[src/hw/rtl/tlnce_pkg.sv]
`default_nettype none
// ----------------------------------------------------------------------------
// tlnce_pkg: shared types and constants
// Character codes, configuration register indexes and the descriptor that
// travels from the front end to the output serializer.
// ----------------------------------------------------------------------------
package tlnce_pkg;

	// Line number geometry.
	localparam int NUMBER_DIGITS = 6;
	localparam int BCD_W         = 4 * NUMBER_DIGITS;
	localparam int DIGIT_IDX_W   = (NUMBER_DIGITS > 1) ? $clog2(NUMBER_DIGITS) : 1;
	// Serializer position: digits, then the tab, then up to three escape bytes.
	localparam int POS_W         = $clog2(NUMBER_DIGITS + 4);

	// Descriptor queue depth.
	localparam int QUEUE_DEPTH   = 4;
	localparam int QPTR_W        = $clog2(QUEUE_DEPTH);
	localparam int QCNT_W        = $clog2(QUEUE_DEPTH + 1);

	// Configuration register indexes.
	localparam int CFG_IDX_W = 3;
	localparam logic [CFG_IDX_W-1:0] REG_NUMBER_ALL      = 3'd0;
	localparam logic [CFG_IDX_W-1:0] REG_NUMBER_NONBLANK = 3'd1;
	localparam logic [CFG_IDX_W-1:0] REG_SQUEEZE_BLANK   = 3'd2;
	localparam logic [CFG_IDX_W-1:0] REG_SHOW_LINE_ENDS  = 3'd3;
	localparam logic [CFG_IDX_W-1:0] REG_SHOW_TABS       = 3'd4;
	localparam logic [CFG_IDX_W-1:0] REG_SHOW_NONPRINT   = 3'd5;

	// Character codes.
	localparam logic [7:0] CH_NL     = 8'h0A;
	localparam logic [7:0] CH_TAB    = 8'h09;
	localparam logic [7:0] CH_SPACE  = 8'h20;
	localparam logic [7:0] CH_DOLLAR = 8'h24;
	localparam logic [7:0] CH_CARET  = 8'h5E;
	localparam logic [7:0] CH_UPPER_I = 8'h49;
	localparam logic [7:0] CH_QMARK  = 8'h3F;
	localparam logic [7:0] CH_UPPER_M = 8'h4D;
	localparam logic [7:0] CH_DASH   = 8'h2D;
	localparam logic [7:0] CH_ZERO   = 8'h30;
	localparam logic [7:0] CH_DEL    = 8'h7F;
	localparam logic [7:0] CH_CTRL_OFFSET = 8'h40;
	localparam logic [7:0] LOW7_MASK = 8'h7F;

	// Work for one accepted item: optional number prefix and one to three
	// body bytes. esc_last holds the body length minus one.
	typedef struct packed {
		logic             num_en;
		logic [BCD_W-1:0] bcd;
		logic [1:0]       esc_last;
		logic [7:0]       esc0;
		logic [7:0]       esc1;
		logic [7:0]       esc2;
	} desc_t;

endpackage
`default_nettype wire

[src/hw/rtl/tlnce_front.sv]
`default_nettype none
// ----------------------------------------------------------------------------
// tlnce_front: input classifier
// Holds the configuration and the line state, accepts one byte per cycle
// unless the queue is full, and turns it into a serializer queue descriptor.
// ----------------------------------------------------------------------------
module tlnce_front (
	input  wire logic                            clk,
	input  wire logic                            arst_n,
	input  wire logic                            cfg_valid,
	output logic                                 cfg_ready,
	input  wire logic [tlnce_pkg::CFG_IDX_W-1:0] cfg_index,
	input  wire logic                            cfg_data,
	input  wire logic                            push,
	output logic                                 full,
	input  wire logic [7:0]                      in_byte,
	output logic                                 q_push,
	output tlnce_pkg::desc_t                     q_desc,
	input  wire logic                            q_full
);
	import tlnce_pkg::*;

	logic             number_all_q;
	logic             number_nonblank_q;
	logic             squeeze_blank_q;
	logic             show_line_ends_q;
	logic             show_tabs_q;
	logic             show_nonprint_q;

	logic             at_start_q;
	logic             cur_empty_q;
	logic             prev_empty_q;
	logic [BCD_W-1:0] bcd_q;

	logic             accept;
	logic             is_nl;
	logic             is_tab;
	logic             drop;
	logic             number_it;
	logic [BCD_W-1:0] bcd_next;

	assign cfg_ready = 1'b1;
	assign full      = q_full;
	assign accept    = push && !q_full;
	assign is_nl     = (in_byte == CH_NL);
	assign is_tab    = (in_byte == CH_TAB);

	// Configuration registers; unknown indexes are ignored.
	always_ff @(posedge clk or negedge arst_n) begin
		if (!arst_n) begin
			number_all_q      <= 1'b0;
			number_nonblank_q <= 1'b0;
			squeeze_blank_q   <= 1'b0;
			show_line_ends_q  <= 1'b0;
			show_tabs_q       <= 1'b0;
			show_nonprint_q   <= 1'b0;
		end else if (cfg_valid) begin
			unique case (cfg_index)
				REG_NUMBER_ALL:      number_all_q      <= cfg_data;
				REG_NUMBER_NONBLANK: number_nonblank_q <= cfg_data;
				REG_SQUEEZE_BLANK:   squeeze_blank_q   <= cfg_data;
				REG_SHOW_LINE_ENDS:  show_line_ends_q  <= cfg_data;
				REG_SHOW_TABS:       show_tabs_q       <= cfg_data;
				REG_SHOW_NONPRINT:   show_nonprint_q   <= cfg_data;
				default: ;
			endcase
		end
	end

	// A newline right after an empty line is squeezed away entirely.
	assign drop = squeeze_blank_q && at_start_q && prev_empty_q && is_nl;

	assign number_it = number_nonblank_q ? (at_start_q && !is_nl)
	                                     : (at_start_q && number_all_q);

	// Saturating BCD increment: a digit rolls when all lower digits are nine.
	always_comb begin
		logic       carry;
		logic       all_nine;
		logic [3:0] d;
		carry    = 1'b1;
		all_nine = 1'b1;
		bcd_next = bcd_q;
		for (int i = 0; i < NUMBER_DIGITS; i++) begin
			if (bcd_q[4*i +: 4] != 4'd9) all_nine = 1'b0;
		end
		for (int i = 0; i < NUMBER_DIGITS; i++) begin
			d = bcd_q[4*i +: 4];
			if (carry) bcd_next[4*i +: 4] = (d == 4'd9) ? 4'd0 : d + 4'd1;
			carry = carry && (d == 4'd9);
		end
		if (all_nine) bcd_next = bcd_q;
	end

	// Number fields and body bytes of the item, in line end, caret, M- or plain form.
	always_comb begin
		q_desc.num_en   = number_it;
		q_desc.bcd      = number_it ? bcd_next : bcd_q;
		q_desc.esc_last = 2'd0;
		q_desc.esc0     = in_byte;
		q_desc.esc1     = in_byte;
		q_desc.esc2     = in_byte & LOW7_MASK;
		priority if (is_nl && show_line_ends_q) begin
			q_desc.esc_last = 2'd1;
			q_desc.esc0     = CH_DOLLAR;
			q_desc.esc1     = CH_NL;
		end else if (is_tab && show_tabs_q) begin
			q_desc.esc_last = 2'd1;
			q_desc.esc0     = CH_CARET;
			q_desc.esc1     = CH_UPPER_I;
		end else if (show_nonprint_q && in_byte < CH_SPACE && !is_nl && !is_tab) begin
			q_desc.esc_last = 2'd1;
			q_desc.esc0     = CH_CARET;
			q_desc.esc1     = in_byte + CH_CTRL_OFFSET;
		end else if (show_nonprint_q && in_byte == CH_DEL) begin
			q_desc.esc_last = 2'd1;
			q_desc.esc0     = CH_CARET;
			q_desc.esc1     = CH_QMARK;
		end else if (show_nonprint_q && in_byte[7]) begin
			q_desc.esc_last = 2'd2;
			q_desc.esc0     = CH_UPPER_M;
			q_desc.esc1     = CH_DASH;
		end else begin
			q_desc.esc_last = 2'd0;
		end
	end

	assign q_push = accept && !drop;

	// Line state tracking.
	always_ff @(posedge clk or negedge arst_n) begin
		if (!arst_n) begin
			at_start_q   <= 1'b1;
			cur_empty_q  <= 1'b1;
			prev_empty_q <= 1'b0;
			bcd_q        <= '0;
		end else if (q_push) begin
			if (number_it) bcd_q <= bcd_next;
			at_start_q <= is_nl;
			if (is_nl) begin
				prev_empty_q <= cur_empty_q;
				cur_empty_q  <= 1'b1;
			end else begin
				if (squeeze_blank_q && at_start_q) prev_empty_q <= 1'b0;
				if (in_byte != CH_SPACE && !is_tab) cur_empty_q <= 1'b0;
			end
		end
	end

endmodule
`default_nettype wire

[src/hw/rtl/tlnce_queue.sv]
`default_nettype none
// ----------------------------------------------------------------------------
// tlnce_queue: descriptor queue
// A short first-in first-out buffer between the classifier and the
// serializer; the head entry is visible without a pop.
// ----------------------------------------------------------------------------
module tlnce_queue (
	input  wire logic  clk,
	input  wire logic  arst_n,
	input  wire logic  wr_en,
	input  wire tlnce_pkg::desc_t wr_desc,
	output logic       full,
	input  wire logic  rd_en,
	output tlnce_pkg::desc_t rd_desc,
	output logic       valid
);
	import tlnce_pkg::*;

	desc_t              mem_q [QUEUE_DEPTH];
	logic [QPTR_W-1:0]  wr_ptr_q;
	logic [QPTR_W-1:0]  rd_ptr_q;
	logic [QCNT_W-1:0]  count_q;
	logic               do_wr;
	logic               do_rd;

	assign full    = (count_q == QCNT_W'(QUEUE_DEPTH));
	assign valid   = (count_q != '0);
	assign do_wr   = wr_en && !full;
	assign do_rd   = rd_en && valid;
	assign rd_desc = mem_q[rd_ptr_q];

	// Storage.
	always_ff @(posedge clk) begin
		if (do_wr) mem_q[wr_ptr_q] <= wr_desc;
	end

	// Pointers and fill count.
	always_ff @(posedge clk or negedge arst_n) begin
		if (!arst_n) begin
			wr_ptr_q <= '0;
			rd_ptr_q <= '0;
			count_q  <= '0;
		end else begin
			if (do_wr) wr_ptr_q <= wr_ptr_q + QPTR_W'(1);
			if (do_rd) rd_ptr_q <= rd_ptr_q + QPTR_W'(1);
			if (do_wr && !do_rd) count_q <= count_q + QCNT_W'(1);
			else if (do_rd && !do_wr) count_q <= count_q - QCNT_W'(1);
		end
	end

endmodule
`default_nettype wire

[src/hw/rtl/tlnce_back.sv]
`default_nettype none
// ----------------------------------------------------------------------------
// tlnce_back: output serializer
// Walks the head descriptor (number digits, tab, body bytes) into an output
// register that the consumer pops, one byte per cycle when not stalled.
// ----------------------------------------------------------------------------
module tlnce_back (
	input  wire logic  clk,
	input  wire logic  arst_n,
	input  wire logic  head_valid,
	input  wire tlnce_pkg::desc_t head_desc,
	output logic       head_pop,
	output logic       empty,
	input  wire logic  pop,
	output logic [7:0] out_byte,
	output logic       last_of_run
);
	import tlnce_pkg::*;

	localparam logic [POS_W-1:0] POS_TAB  = POS_W'(NUMBER_DIGITS);
	localparam logic [POS_W-1:0] POS_BODY = POS_W'(NUMBER_DIGITS + 1);

	logic                   started_q;
	logic [POS_W-1:0]       pos_q;
	logic                   leading_q;
	logic                   out_valid_q;
	logic [7:0]             out_byte_q;
	logic                   out_last_q;

	logic                   advance;
	logic [POS_W-1:0]       pos;
	logic                   leading;
	logic [DIGIT_IDX_W-1:0] digit_idx;
	logic [3:0]             digit;
	logic [1:0]             body_idx;
	logic [POS_W-1:0]       body_off;
	logic [7:0]             next_byte;
	logic                   next_last;
	logic                   next_leading;

	assign advance = head_valid && (!out_valid_q || pop);
	assign pos     = started_q ? pos_q : (head_desc.num_en ? '0 : POS_BODY);
	assign leading = started_q ? leading_q : 1'b1;

	assign digit_idx = DIGIT_IDX_W'(NUMBER_DIGITS - 1) - pos[DIGIT_IDX_W-1:0];
	assign body_off  = pos - POS_BODY;
	assign body_idx  = body_off[1:0];

	// Pick the byte at the current position.
	always_comb begin
		digit        = head_desc.bcd[4*digit_idx +: 4];
		if (digit > 4'd9) digit = 4'd9;
		next_byte    = CH_TAB;
		next_last    = 1'b0;
		next_leading = leading;
		if (pos < POS_TAB) begin
			if (leading && digit == 4'd0 && digit_idx != '0) begin
				next_byte = CH_SPACE;
			end else begin
				next_byte    = CH_ZERO + {4'd0, digit};
				next_leading = 1'b0;
			end
		end else if (pos == POS_TAB) begin
			next_byte = CH_TAB;
		end else begin
			unique case (body_idx)
				2'd0:    next_byte = head_desc.esc0;
				2'd1:    next_byte = head_desc.esc1;
				default: next_byte = head_desc.esc2;
			endcase
			next_last = (body_idx == head_desc.esc_last);
		end
	end

	assign head_pop = advance && next_last;

	// Walk position within the current descriptor.
	always_ff @(posedge clk or negedge arst_n) begin
		if (!arst_n) begin
			started_q <= 1'b0;
			pos_q     <= '0;
			leading_q <= 1'b1;
		end else if (advance) begin
			started_q <= !next_last;
			pos_q     <= pos + POS_W'(1);
			leading_q <= next_leading;
		end
	end

	// Output register.
	always_ff @(posedge clk or negedge arst_n) begin
		if (!arst_n) begin
			out_valid_q <= 1'b0;
		end else if (advance) begin
			out_valid_q <= 1'b1;
		end else if (pop) begin
			out_valid_q <= 1'b0;
		end
	end

	always_ff @(posedge clk) begin
		if (advance) begin
			out_byte_q <= next_byte;
			out_last_q <= next_last;
		end
	end

	assign empty       = !out_valid_q;
	assign out_byte    = out_byte_q;
	assign last_of_run = out_last_q;

endmodule
`default_nettype wire

[src/hw/rtl/text_line_number_caret_escape.sv]
`default_nettype none
// ----------------------------------------------------------------------------
// text_line_number_caret_escape: line numbering and caret escape filter
// Byte stream filter with optional line numbers, blank line squeezing and
// visible line ends, tabs and non-printing bytes.
// ----------------------------------------------------------------------------
// An input byte is taken whenever the descriptor queue has room; the front
// end classifies it at once and may squeeze it away. The serializer emits
// one output byte per cycle while its output register is free or popped:
// one for a plain byte, two or three for an escape, plus seven when a number
// prefix is due, up to ten for a numbered line start. Its one byte per cycle
// sets the sustained rate; a four-entry queue lets input run ahead of output.
// last_of_run marks the final output byte of each input byte.
// Configuration registers are written through cfg_valid/cfg_index/cfg_data
// and must only change while the block is idle.
// ----------------------------------------------------------------------------
module text_line_number_caret_escape (
	input  wire logic                            clk,
	input  wire logic                            arst_n,
	input  wire logic                            cfg_valid,
	output logic                                 cfg_ready,
	input  wire logic [tlnce_pkg::CFG_IDX_W-1:0] cfg_index,
	input  wire logic                            cfg_data,
	input  wire logic                            push,
	output logic                                 full,
	input  wire logic [7:0]                      in_byte,
	output logic                                 empty,
	input  wire logic                            pop,
	output logic [7:0]                           out_byte,
	output logic                                 last_of_run
);
	import tlnce_pkg::*;

	logic  q_push;
	desc_t q_desc;
	logic  q_full;
	logic  head_pop;
	desc_t head_desc;
	logic  head_valid;

	// Front end: configuration, line state and classification.
	tlnce_front u_front (
		.clk       (clk),
		.arst_n    (arst_n),
		.cfg_valid (cfg_valid),
		.cfg_ready (cfg_ready),
		.cfg_index (cfg_index),
		.cfg_data  (cfg_data),
		.push      (push),
		.full      (full),
		.in_byte   (in_byte),
		.q_push    (q_push),
		.q_desc    (q_desc),
		.q_full    (q_full)
	);

	// Queue between front end and serializer.
	tlnce_queue u_queue (
		.clk     (clk),
		.arst_n  (arst_n),
		.wr_en   (q_push),
		.wr_desc (q_desc),
		.full    (q_full),
		.rd_en   (head_pop),
		.rd_desc (head_desc),
		.valid   (head_valid)
	);

	// Output serializer.
	tlnce_back u_back (
		.clk         (clk),
		.arst_n      (arst_n),
		.head_valid  (head_valid),
		.head_desc   (head_desc),
		.head_pop    (head_pop),
		.empty       (empty),
		.pop         (pop),
		.out_byte    (out_byte),
		.last_of_run (last_of_run)
	);

endmodule
`default_nettype wire
[config.mk]
export PLATFORM = sky130hd
export DESIGN_NAME = text_line_number_caret_escape
export DESIGN_NICKNAME = d
export VERILOG_FILES = /design/src/hw/rtl/tlnce_pkg.sv /design/src/hw/rtl/tlnce_front.sv /design/src/hw/rtl/tlnce_queue.sv /design/src/hw/rtl/tlnce_back.sv /design/src/hw/rtl/text_line_number_caret_escape.sv
export SDC_FILE = /design/constraint.sdc
export NUM_CORES = 1
export LEC_CHECK = 0
export CORE_MARGIN = 5
export CORE_UTILIZATION = 40
export DETAILED_ROUTE_END_ITERATION = 16
export DONT_BUFFER_PORTS = 1
export PLACE_DENSITY = 0.66
export SYNTH_ARGS = -nofsm -noshare
export SYNTH_HDL_FRONTEND = slang
export SYNTH_SLANG_ARGS = --single-unit
[constraint.sdc]
create_clock -name clk -period 10.9 [get_ports clk]
set_clock_uncertainty 0.1 [all_clocks]
set_input_delay 1.635 -clock clk [delete_from_list [all_inputs] [get_ports clk]]
set_output_delay 1.635 -clock clk [all_outputs]
set_load 0.005 [all_outputs]
== Yosys cells after proc, flatten, opt, wreduce, memory -nomap -nowiden ==
Memory sizes are Yosys's and may differ from the RTL's.
Cells that the tools add are included.
Storage, ports and cells
  input port bits: 17
  bits in writable memories: 200
  logic and storage cells: 165
  flip-flop bits (word level): 56
  memories: 1
  output and inout bits: 12
Memories
  u_queue.mem_q: words 4, bits a word 50, read ports 1, clocked after memory_dff 0, write ports 1, line tlnce_queue.sv:19  | desc_t mem_q [QUEUE_DEPTH];
Cells by class
  shift-type cells: 1
  reductions and logical operators: 53
  order comparisons: 3
  add/sub/neg operators: 15
  eq/ne operators: 25
  muxes and demuxes: 48
Operators by type and width (count)
  $mux W18: 4
  $mux W4: 13
  $mux W24: 2
  $add A4 B1 Y4 const B: 7
  $logic_and A1 B1 Y1: 27
  $eq A4 B4 Y1 const B: 6
  $mux W8: 3
  $ne A4 B4 Y1 const B: 6
  $shiftx A24 B6 Y4: 1
  $mux W1: 20
  $eq A8 B4 Y1 const B: 2
  $mux W16: 1
  $pmux W8 S2: 1
  $reduce_and A2 Y1: 8
  $eq A3 B3 Y1 const B: 3
  $mux W3: 3
  $add A8 B7 Y8 const B: 1
  $eq A8 B7 Y1 const B: 1
  $logic_not A1 Y1: 8
  $lt A8 B6 Y1 const B: 1
  $ne A8 B6 Y1 const B: 1
  $reduce_bool A2 Y1: 4
  $add A6 B4 Y7 const A: 1
  $eq A3 B2 Y1 const B: 2
  other kinds (17): 19

== Longest topological paths before layout ==
An unclocked memory read counts as a cell.
  depth after elaboration: 12
  depth in mapped cells: 16
  gate-level depth less buffers: 14

== Cells and area by module ==
Synthesis repeated with hierarchy kept, for this count alone.
Second synthesis, totals
  cells, all modules: 769
  area, all modules: 11951.5 um^2
Modules (own cells, without submodules)
  tlnce_queue: cells each 302, area each 7847.5 um^2, times used 1, seq. area each 6301.0 um^2
  tlnce_front: cells each 318, area each 2751.4 um^2, times used 1, seq. area each 828.3 um^2
  tlnce_back: cells each 149, area each 1352.5 um^2, times used 1, seq. area each 446.7 um^2

== Worst setup path after synthesis ==
Ideal clock, no wire load.
  path type: input to register
  from: in in_byte[6]
  to: mem u_queue.mem_q[2][0] in the netlist's numbering (enable)
  arrival: 4.130 ns
  stages: 9
  buffers on the path: 1
  library setup time: 0.413 ns
  setup slack: 6.257 ns
  cell sequence: inv_1 ha_1 or3b_2 nor2_1 nand4_1 nand3_1 inv_1 clkbuf_1 and2_1
On the way
  cells in the longest elaborated chain, start to end: 7
RTL lines
  from (decl): line text_line_number_caret_escape.sv:26  | input wire logic [7:0] in_byte,
  $eq A8 B4 Y1: line tlnce_front.sv:45  | assign is_nl = (in_byte == CH_NL);
  $logic_and A1 B1 Y1: line tlnce_front.sv:71  | assign drop = squeeze_blank_q && at_start_q && prev_empty_q && is_nl;
  $logic_not A1 Y1: line tlnce_front.sv:128  | assign q_push = accept && !drop;
  $logic_and A1 B1 Y1: line tlnce_front.sv:128
  $logic_and A1 B1 Y1: line tlnce_queue.sv:28  | assign do_wr = wr_en && !full;
  $mux W1: line tlnce_queue.sv:34  | if (do_wr) mem_q[wr_ptr_q] <= wr_desc;
  $mux W1 (not written as such): line tlnce_queue.sv:34
  to (decl): line tlnce_queue.sv:19
No other way between the ends.

== Worst setup path after layout ==
  from: in in_byte[7]
  to: reg u_queue.count_q[1]
On the way
  cells in the longest elaborated chain, start to end: 8
  elaborated cells on any way between the ends: 10
  classes of those cells: eq/ne (1); mux (1); reduce/logical (8)
RTL lines
  $eq A8 B4 Y1 (*): line tlnce_front.sv:45
  $logic_and A1 B1 Y1 (*): line tlnce_front.sv:71
  $logic_not A1 Y1 (*): line tlnce_front.sv:128
  $logic_and A1 B1 Y1 (*): line tlnce_front.sv:128
  $logic_and A1 B1 Y1 (*): line tlnce_queue.sv:28
  $logic_not A1 Y1: line tlnce_queue.sv:47  | else if (do_rd && !do_wr) count_q <= count_q - QCNT_W'(1);
  $logic_and A1 B1 Y1: line tlnce_queue.sv:47
  $reduce_bool A2 Y1 (no line)
  to (signal assigned): line tlnce_queue.sv:46  | if (do_wr && !do_rd) count_q <= count_q + QCNT_W'(1);
  to (signal assigned): line tlnce_queue.sv:47
  to (decl): line tlnce_queue.sv:22  | logic [QCNT_W-1:0] count_q;
Every way passes the cells marked *; elsewhere a longest branch is shown, timed or not.
A chain may end at the register's enable or synchronous reset.

==> out/qor.yml <==
dpl.hpwl_um: 14780
ys.flop_type: "edfxtp_1"
multi_input_area_mm2: 0.003732
synth_area_mm2: 0.01144
cts.sinks: 256
timing.critical_path.to: "u_queue.count_q[1]$_DFFE_PN0P_"
cts_tree: "done"
num_vias: 6355
drt-total-wl_um: 23130
die_x_um: 179.1
syn2layout_area_growth_pct: 10.46
yosys.area.top_type: "edfxtp_1"
grt_pass1_vias: 6393
yosysSeqAreaShare: 0.6520
arrival_ps: 5130
p_total_mw: 3.263
synth.distinct_cells: 71
yosysWarnings: 0
worst_pin_slew_ps: 888.3
cts_buffers: 26
gp_congestion: 0.7937
power_density_mw_per_mm2: 258.3
synth-async-reset-ratio: 0.1836
clk_pin_slew_ps: 60
fp-row-count: 62
cts_hold_buf: 0
dieArea_mm2: 0.03207
grt_max_degree: 54
die_height_um: 179.1
layout_common_cells: "edfxtp_1, nand2_1, nor2_1, dfrtp_1, mux4_2"
grt_util_all_layers: 0.1474
dp.cells: 1136
htreeDepth: 1
core_area_mm2: 0.02847
antenna_found_initial: 0
n_antenna_cell: 0
finalSetupViolations: 0
cp_max_fo: 24
fmax_mhz: 207.6
io_pins: 29
overflow: 0
seq_area_mm2: 0.007461
synth_edf_count: 209
final_common_cell: "edfxtp_1"
grt_pass1_wl_um: 36630
required_ps: 11210
p_leak_nw: 4.507
fin_cells: 1184
ys_seq_elements: 256
drv_slew: 0
finish.utilization: 0.4437
finalNetCount: 809
vias_per_cell: 5.367
post_cts_buffers: 0
ys_top_cells_by_area: "edfxtp_1, dfrtp_1, mux4_2, mux2i_1, nand2_1"
firstDrtPassIters: 5
r2r_start: "u_queue.rd_ptr_q[0]$_DFFE_PN0P_"
synth_nets: 812
portBuffers: 0
worstRegToRegCells: 12
worstSetupStartpoint: "in_byte[7]"
finalCritPeriodShare: 0.4420
peakVddDrop_mv: 0.1637
cp-end-kind: "register"
status: "finished clean"
hold_viol_final: 0
post_cts_resized: 0
fillers: 2521
cts-root-buf: "clkbuf_16"
hold_path_class: "reg2reg"
syn_inst: 783
rr_endpoint: "u_queue.count_q[1]$_DFFE_PN0P_"
critPathKind: "in2reg"
cp-start-kind: "input pin"
wl_per_cell_um: 19.54
setup_tns_ps: 0
place_area_mm2: 0.01181
synth_top_area_frac: 0.5488
rsz0062_at_grt: "false"
initial_utilization: 0.4017
slew_headroom: 0.4078
antenna_left: 0
avgSynthCellArea_um2: 14.61
clk_path_buf_depth: 3
drc: 0
finalCriticalPeriod_ps: 4818
r2r_slack_ps: 6110
maxCapViolations: 0
fin_area_mm2: 0.01263
first_iter_violations: 502
layout-drive-gt1-share: 0.1488
clk_latency_ps: 520
-- state kept, by name, indices dropped and copies added (netlist names), 2 cells and up --
register          cells
u_queue.mem_q       200
u_front.bcd_q        24
u_back.pos_q          4
u_queue.rd_ptr_q      2
u_back.out_byte       8
u_queue.wr_ptr_q      2
u_queue.count_q       3
-- cells in the mapped netlist, drive strengths merged (4+ instances only) --
cell    count
a21o       10
a21oi      20
a22oi      15
a31oi       4
and2       11
and3        4
buf        15
clkbuf     22
dfrtp      44
edfxtp    209
ha         11
inv        23
mux2       16
mux2i      35
mux4       37
nand2      71
nand2b     11
nand3      21
nand4       8
nor2       47
nor2b      10
nor3       14
nor3b       5
o21ai      21
o31ai       7
xnor2      23
xor2       12
-- critical path, stage by stage --
cell,delay (ps)
inv_1,80
ha_1,180
or3b_2,530
nor2_1,290
nand4_1,160
nand3_1,540
inv_1,580
ha_1,390
inv_1,80
fa_1,400
mux2_2,260
-- routing by layer --
layer  share of wire  track usage
met1            0.49       0.2265
met2            0.44       0.2236
met3           0.048      0.02003
met4           0.014      0.03422
met5               0            0
-- layout make-up --
cell class,count,share of cell area
timing repair buffer,6,0.003566
clock inverter,13,0.008815
clock buffer,35,0.05666
tap,384,0.03803
inverter,23,0.006834
multi-input combinational,467,0.2955
sequential,256,0.5906
-- through the flow --
stage | setup slack [ps] | hold WS, ps
final | 6082 | 403.8
after global routing | 5695 | 419.3
after CTS | 6085 | 400.4
after detailed placement | 5573 | 386.3
after global placement | 5687 | 389.5
after floorplan | 6257 | 363.6
-- report_power, final --
| group | total [mW] | leakage (nW) | switching, mW | internal [mW] |
|---|---|---|---|---|
| combinational | 1.02 | 1.57 | 0.606 | 0.413 |
| sequential | 1.38 | 2.52 | 0.0968 | 1.29 |
| clock | 0.860 | 0.412 | 0.354 | 0.506 |
-- worst min path at each step --
stage | from | end | depth (start not counted)
detailed placement | u_queue.count_q[2]$_DFFE_PN0P_ | u_queue.count_q[2]$_DFFE_PN0P_ | 1
global placement | u_front.cur_empty_q$_DFFE_PN1P_ | u_front.prev_empty_q$_DFFE_PN0P_ | 2
floorplan | u_queue.count_q[2]$_DFFE_PN0P_ | u_queue.count_q[2]$_DFFE_PN0P_ | 1
finish | u_front.cur_empty_q$_DFFE_PN1P_ | u_front.prev_empty_q$_DFFE_PN0P_ | 2
CTS | u_queue.count_q[2]$_DFFE_PN0P_ | u_queue.count_q[2]$_DFFE_PN0P_ | 1
global route | u_queue.count_q[2]$_DFFE_PN0P_ | u_queue.count_q[2]$_DFFE_PN0P_ | 1
-- cell families after synthesis --
family,share of synthesized area
AO/OA/AOI/OAI,0.06860
buffers and inverters,0.02210
XOR/XNOR,0.02680
flip-flops,0.6520
adder cells (fa/ha/maj),0.01379
other,0.0003279
multiplexers,0.1193
AND/OR/NAND/NOR,0.09716
Note: power is estimated with default switching activity, not from simulation.
